**config.mk**
```make
export PLATFORM = sky130hd
export DESIGN_NAME = sh24_final
export DESIGN_NICKNAME = d
export VERILOG_FILES = /design/src/sv/sh24_pkg.sv /design/src/sv/sh24_final.sv
export SDC_FILE = /design/constraint.sdc
export NUM_CORES = 2
export LEC_CHECK = 0
export BUFFER_PORTS_ARGS = -buffer_cell sky130_fd_sc_hd__buf_2
export CORE_ASPECT_RATIO = 1.4
export CORE_UTILIZATION = 41
export CTS_BUF_LIST = sky130_fd_sc_hd__clkbuf_8 sky130_fd_sc_hd__clkbuf_16
export DETAILED_ROUTE_END_ITERATION = 12
export HOLD_SLACK_MARGIN = 0.05
export PLACE_DENSITY_LB_ADDON = 0.12
export SLEW_MARGIN = 10
export SYNTH_ARGS = -nofsm -noshare
export SYNTH_HDL_FRONTEND = slang
export SYNTH_SLANG_ARGS = --single-unit
```
**constraint.sdc**
```tcl
create_clock -name clock -period 12.22 [get_ports clock]
set_input_delay 1.833 -clock clock [delete_from_list [all_inputs] [get_ports clock]]
set_output_delay 1.833 -clock clock [all_outputs]
set_load 0.02 [all_outputs]
```
**src/sv/sh24_pkg.sv**
```systemverilog
package sh24_pkg;

   // SipHash initialization constants
   localparam logic [63:0] SipC0 = 64'h736f6d6570736575;
   localparam logic [63:0] SipC1 = 64'h646f72616e646f6d;
   localparam logic [63:0] SipC2 = 64'h6c7967656e657261;
   localparam logic [63:0] SipC3 = 64'h7465646279746573;

   // finalization mark xored into v2
   localparam logic [63:0] FinMark = 64'h00000000000000ff;

   // bytes per full word, for the running length
   localparam logic [7:0] WordBytes = 8'd8;

   localparam int WordWidth = 64;
   localparam int TailWidth = 3;
   localparam int CsrIndexWidth = 1;

   // register indexes on the csr port
   localparam logic [CsrIndexWidth-1:0] RegKeyLow  = 1'b0;
   localparam logic [CsrIndexWidth-1:0] RegKeyHigh = 1'b1;

   // four lanes v0..v3
   typedef logic [3:0][WordWidth-1:0] lanes_type;

   // one input item
   typedef struct packed {
      logic [WordWidth-1:0] message_word;
      logic [TailWidth-1:0] tail_bytes;
      logic                 final_item;
   } item_type;

   function automatic logic [63:0] rotl(input logic [63:0] x, input int unsigned n);
      rotl = (x << n) | (x >> (64 - n));
   endfunction

   // one SipRound
   function automatic lanes_type sip_round(input lanes_type v);
      logic [63:0] a;
      logic [63:0] b;
      logic [63:0] c;
      logic [63:0] d;
      a = v[0];
      b = v[1];
      c = v[2];
      d = v[3];
      a = a + b;
      c = c + d;
      b = rotl(b, 13);
      d = rotl(d, 16);
      b = b ^ a;
      d = d ^ c;
      a = rotl(a, 32);
      c = c + b;
      a = a + d;
      b = rotl(b, 17);
      d = rotl(d, 21);
      b = b ^ c;
      d = d ^ a;
      c = rotl(c, 32);
      sip_round = {d, c, b, a};
   endfunction

   // two rounds back to back
   function automatic lanes_type sip_double(input lanes_type v);
      sip_double = sip_round(sip_round(v));
   endfunction

   // compression of one 64-bit word: v3 ^= m, two rounds, v0 ^= m
   function automatic lanes_type sip_absorb(input lanes_type v, input logic [63:0] m);
      lanes_type t;
      t = v;
      t[3] = t[3] ^ m;
      t = sip_double(t);
      t[0] = t[0] ^ m;
      sip_absorb = t;
   endfunction

endpackage

```
**src/sv/sh24_final.sv**
```systemverilog
module sh24_final (
   input  logic                  clock,
   input  logic                  reset,
   input  logic                  up_valid,
   input  sh24_pkg::lanes_type   up_lanes,
   output logic                  up_ready,
   output logic                  dn_valid,
   output sh24_pkg::lanes_type   dn_lanes,
   input  logic                  dn_ready
);

   logic                valid_ff;
   logic                valid_in;
   sh24_pkg::lanes_type lanes_ff;

   // stage takes a beat when empty or draining
   assign up_ready = !valid_ff || dn_ready;
   assign valid_in = up_ready ? up_valid : valid_ff;

   // two finalization rounds after the stage register
   assign dn_valid = valid_ff;
   assign dn_lanes = sh24_pkg::sip_double(lanes_ff);

   always_ff @(posedge clock) begin
      if (reset) begin
         valid_ff <= 1'b0;
      end else begin
         valid_ff <= valid_in;
      end
   end

   always_ff @(posedge clock) begin
      if (up_ready && up_valid) begin
         lanes_ff <= up_lanes;
      end
   end

endmodule

```
== Word-level counts from Yosys, hierarchy flattened ==
Index checks and enable logic that the tools add are counted.

* Output and inout bits: 258
* Register bits: 257
* Bits of input ports: 260
* Word-level logic and storage cells: 36

* $add $sub $neg: 8
* Bitwise operators: 20
* Reductions and logical operators: 3

{| class="wikitable"
|+ Operators by type and width
! kind !! number
|-
| 64-bit adder || 8
|-
| 64-bit bitwise XOR || 8
|-
| 64-bit by 32-bit bitwise OR with 64-bit output || 4
|-
| 64-bit by 13-bit bitwise OR with 64-bit output || 2
|-
| 64-bit by 16-bit bitwise OR with 64-bit output || 2
|-
| 64-bit by 17-bit bitwise OR with 64-bit output || 2
|-
| 64-bit by 21-bit bitwise OR with 64-bit output || 2
|-
| 1-bit logical AND || 1
|-
| 1-bit logical NOT || 1
|-
| 1-bit logical OR || 1
|}

== Depth between registers and ports, before layout ==
* Depth in word-level cells: 8
* Gate-level depth with buffers: 60
* Depth with buffers taken out: 59

== Worst setup path before layout ==
Ideal clock, no wire load.

* Kind: register to output
* From: register lanes_ff[84] (netlist bit)
* To: output dn_lanes[250] (netlist bit)
* Setup slack: -1.587 ns
* Arrival: 11.974 ns
* Buffers on the path: 0
* Stages on the path, launching flop included: 57
* Path through: edfxtp_1 -> ha_1 -> a21o_1 -> a21o_1 -> a221o_1 -> a311o_1 -> o21ai_0 -> o21ai_1 -> a21o_1 -> a21o_1 -> a21o_1 -> nor2b_1 -> a221o_1 -> a21oi_1 -> xnor2_1 -> ha_1 -> and4_1 -> and4b_1 -> [21 not listed] -> ha_1 -> fa_1 -> a21o_1 -> a21oi_1 -> o21bai_1 -> a21o_1 -> a21oi_1 -> o21ai_0 -> nand2_1 -> a21oi_1 -> o31ai_1 -> a311o_1 -> nand4_1 -> a41oi_1 -> o21ai_0 -> a21o_1 -> xor2_1 -> xor2_1

{| class="wikitable"
|+ RTL lines
! element !! line !! text
|-
| start, declared || sh24_final.sv:14 || <nowiki>sh24_pkg::lanes_type lanes_ff;</nowiki>
|-
| start signal, assigned || sh24_final.sv:34 || <nowiki>lanes_ff <= up_lanes;</nowiki>
|-
| end, declared || sh24_final.sv:8 || <nowiki>output sh24_pkg::lanes_type dn_lanes,</nowiki>
|}

==> impl_metrics.env <==
export IMPL_fill_cells=6743
export IMPL_setup_viol=218
export IMPL_reg2reg_to="lanes_ff[8]"
export IMPL_path_class="flop to output port"
export IMPL_synthesis_nets=5226
export IMPL_finalWorstSetupSlack_ps=-2606
export IMPL_seqCellArea_mm2=0.007707
export IMPL_core_rowCount=132
export IMPL_portBuffers=517
export IMPL_syn_area_per_cell_um2=8.611
export IMPL_synthCells=4454
export IMPL_die_x_um=260.5
export IMPL_rsz0062_at_grt="true"
export IMPL_core_area_mm2=0.09265
export IMPL_fmax_ghz=0.06745
export IMPL_cts_tree="built"
export IMPL_grt_ovfl_total=0
export IMPL_mostFrequentLayoutCell="buf_4"
export IMPL_cts_htree_levels=1
export IMPL_final_nets=8600
export IMPL_crit_path_frequent_cell="a21o_1"
export IMPL_drt_pass1_iter_count=13
export IMPL_via_count=53080
export IMPL_synth_top_flop_cell="edfxtp_1"
export IMPL_routed_wl_um=263100
export IMPL_finalHoldViolCount=0
export IMPL_drive_gt1_share_pct=52.35
export IMPL_r2r_start="dn_valid"
export IMPL_drv_slew=3
export IMPL_status="finished with violations"
export IMPL_grt_pass1_wl_um=341600
export IMPL_wire_per_inst_um=29.00
export IMPL_root_buffer="clkbuf_16"
export IMPL_viasPerCell=5.849
export IMPL_ys_ff_latch=257
export IMPL_grtUsageTotal_pct=51.01
export IMPL_fin_crit_ps=14830
export IMPL_antenna_found_initial=32
export IMPL_drcViolationCount=208
export IMPL_async_flop_share_pct=0
export IMPL_grt_max_degree=85
export IMPL_worstRegToRegCells=4
export IMPL_multi_input_area_mm2=0.03455
export IMPL_start_util_pct=41.40
export IMPL_synth_distinct_cells=92
export IMPL_io_pins=518
export IMPL_worst_ep_required_time_ps=10390
export IMPL_clk_pin_slew_ps=80
export IMPL_cap_violations=1
export IMPL_gp_congestion=1.164
export IMPL_dp_hpwl_um=202700
export IMPL_path_max_fanout=5
export IMPL_hold_class="flop to flop"
export IMPL_crit_path_end="dn_lanes[250]"
export IMPL_die_height_um=363.9
export IMPL_slew_headroom_pct=-11.47
export IMPL_crit_arrival_ps=12990
export IMPL_seq_area_frac_synth_pct=20.10
export IMPL_grt_pass1_vias=50870
export IMPL_worst_pin_slew_ps=1664
export IMPL_synth_area_mm2=0.03835
export IMPL_dieArea_mm2=0.09479
export IMPL_setup_worst_path_start="lanes_ff[2]"
export IMPL_dr_first_iter_drc_count=6252
export IMPL_yosys_warnings=0
export IMPL_cpPeakStageDelay_ps=540
export IMPL_clockBufferDepth=3
export IMPL_r2r_setup_slack_ps=9100
export IMPL_finalCritPeriodShare_pct=121.3
export IMPL_cts_sinks=257
export IMPL_fin_skew_ps=17.07
export IMPL_final_cell_mix="2861 x buf_4, 479 x xor2_1, 461 x ha_1, 379 x buf_2, 358 x a21oi_1"
export IMPL_cts_made_buffers=20
export IMPL_ant_nets=0
export IMPL_violations="design-rule violations, max-capacitance violations, max-slew violations, negative setup slack"
export IMPL_end_kind="output port"
export IMPL_crit_slowest_cell="a311o_2"
export IMPL_cp_start_kind="flop"
export IMPL_clock_latency_ps=560
export IMPL_synth_edf_count=256
export IMPL_syn2layout_area_growth_pct=84.33
export IMPL_timing_hold_ws_ps=550.8
-- layer usage --
metal | up-vias | wire length [um] | global-route usage [%]
li1 | 23080 | - | -
met1 | 24560 | 83820 | 50.21
met2 | 3769 | 109900 | 80.60
met3 | 1634 | 29850 | 15.16
met4 | 32 | 38480 | 58.24
met5 | - | 1063 | 1.286
-- worst min path at each step --
stage / start / to / slack, ps / depth (start not counted)
4_1_cts: dn_valid / dn_valid / 550 / 2
6_report: dn_valid / dn_valid / 550 / 2
2_1_floorplan: dn_valid / dn_valid / 730 / 2
5_1_grt: dn_valid / dn_valid / 580 / 2
3_5_place_dp: dn_valid / dn_valid / 530 / 2
3_3_place_gp: dn_valid / dn_valid / 500 / 2
-- per-stage QoR --
step                      cells  TNS (ps)  util [%]  area [um2]  worst slack (ps)
after floorplan            4454     -1686         -       39090            -269.4
final                      9074   -304060     76.30       70700             -2606
after global routing       9059   -375320     76.26       70660             -2802
after global placement     8769   -187060     68.04       63040             -2029
after CTS                  8957   -186000     73.81       68390             -1791
after detailed placement   8769   -209680     68.04       63040             -2198
-- synthesized netlist by cell type, types with 60 or more instances --
library cell | count | area share (%)
a21o_1 | 335 | 6.6
a21oi_1 | 486 | 6.3
clkbuf_1 | 63 | 0.62
edfxtp_1 | 256 | 20
ha_1 | 504 | 16
inv_1 | 164 | 1.6
nand2_1 | 244 | 2.4
nand2b_1 | 63 | 1.0
nand3_1 | 81 | 1.1
nor2_1 | 260 | 2.5
nor2b_1 | 60 | 0.98
o21ai_0 | 218 | 2.8
o21bai_1 | 87 | 1.7
xnor2_1 | 408 | 9.3
xor2_1 | 561 | 13
-- layout make-up --
cell class              count  share of cell area, %
diodes                     27                0.09557
clock inverters            14                 0.1894
multi-input cells        3964                  48.87
repair buffers           3421                  36.19
clock buffers              21                 0.7433
inverters                 164                 0.8743
flip-flops and latches    257                  10.90
well taps                1206                  2.134
-- logic make-up after synthesis --
| family | count (synthesis) | synth area share [%] |
|---|---|---|
| and+or+nand+nor | 973 | 12.47 |
| adders and majority gates | 512 | 16.86 |
| muxes | 5 | 0.1338 |
| buffers and inverters | 233 | 2.300 |
| AOI/OAI and AO/OA | 1486 | 24.91 |
| xor gates and xnor gates | 988 | 23.23 |
| DFF | 257 | 20.10 |
-- state kept, by name, indices dropped and copies added (netlist names) --
| register | count |
|---|---|
| dn_valid | 1 |
| lanes_ff | 256 |
-- worst max-delay path: cells and delay by family (launching register included) --
family,cells,cell delay [ps]
adders and majority gates,4,1230
DFF,1,420
xor gates and xnor gates,5,950
and+or+nand+nor,12,2330
buffers and inverters,6,980
AOI/OAI and AO/OA,32,6510
-- what timing repair did --
action / CTS / global route
hold buffers: 0 / 0
setup endpoints to repair: 222 / 236
gates resized for setup: 736 / 310
buffers inserted: 188 / 123
pin swaps: 270 / 243
Power is left out: the tool's default activity adds up to more than one toggle a clock period on the data nets, which glitch-free logic cannot reach.
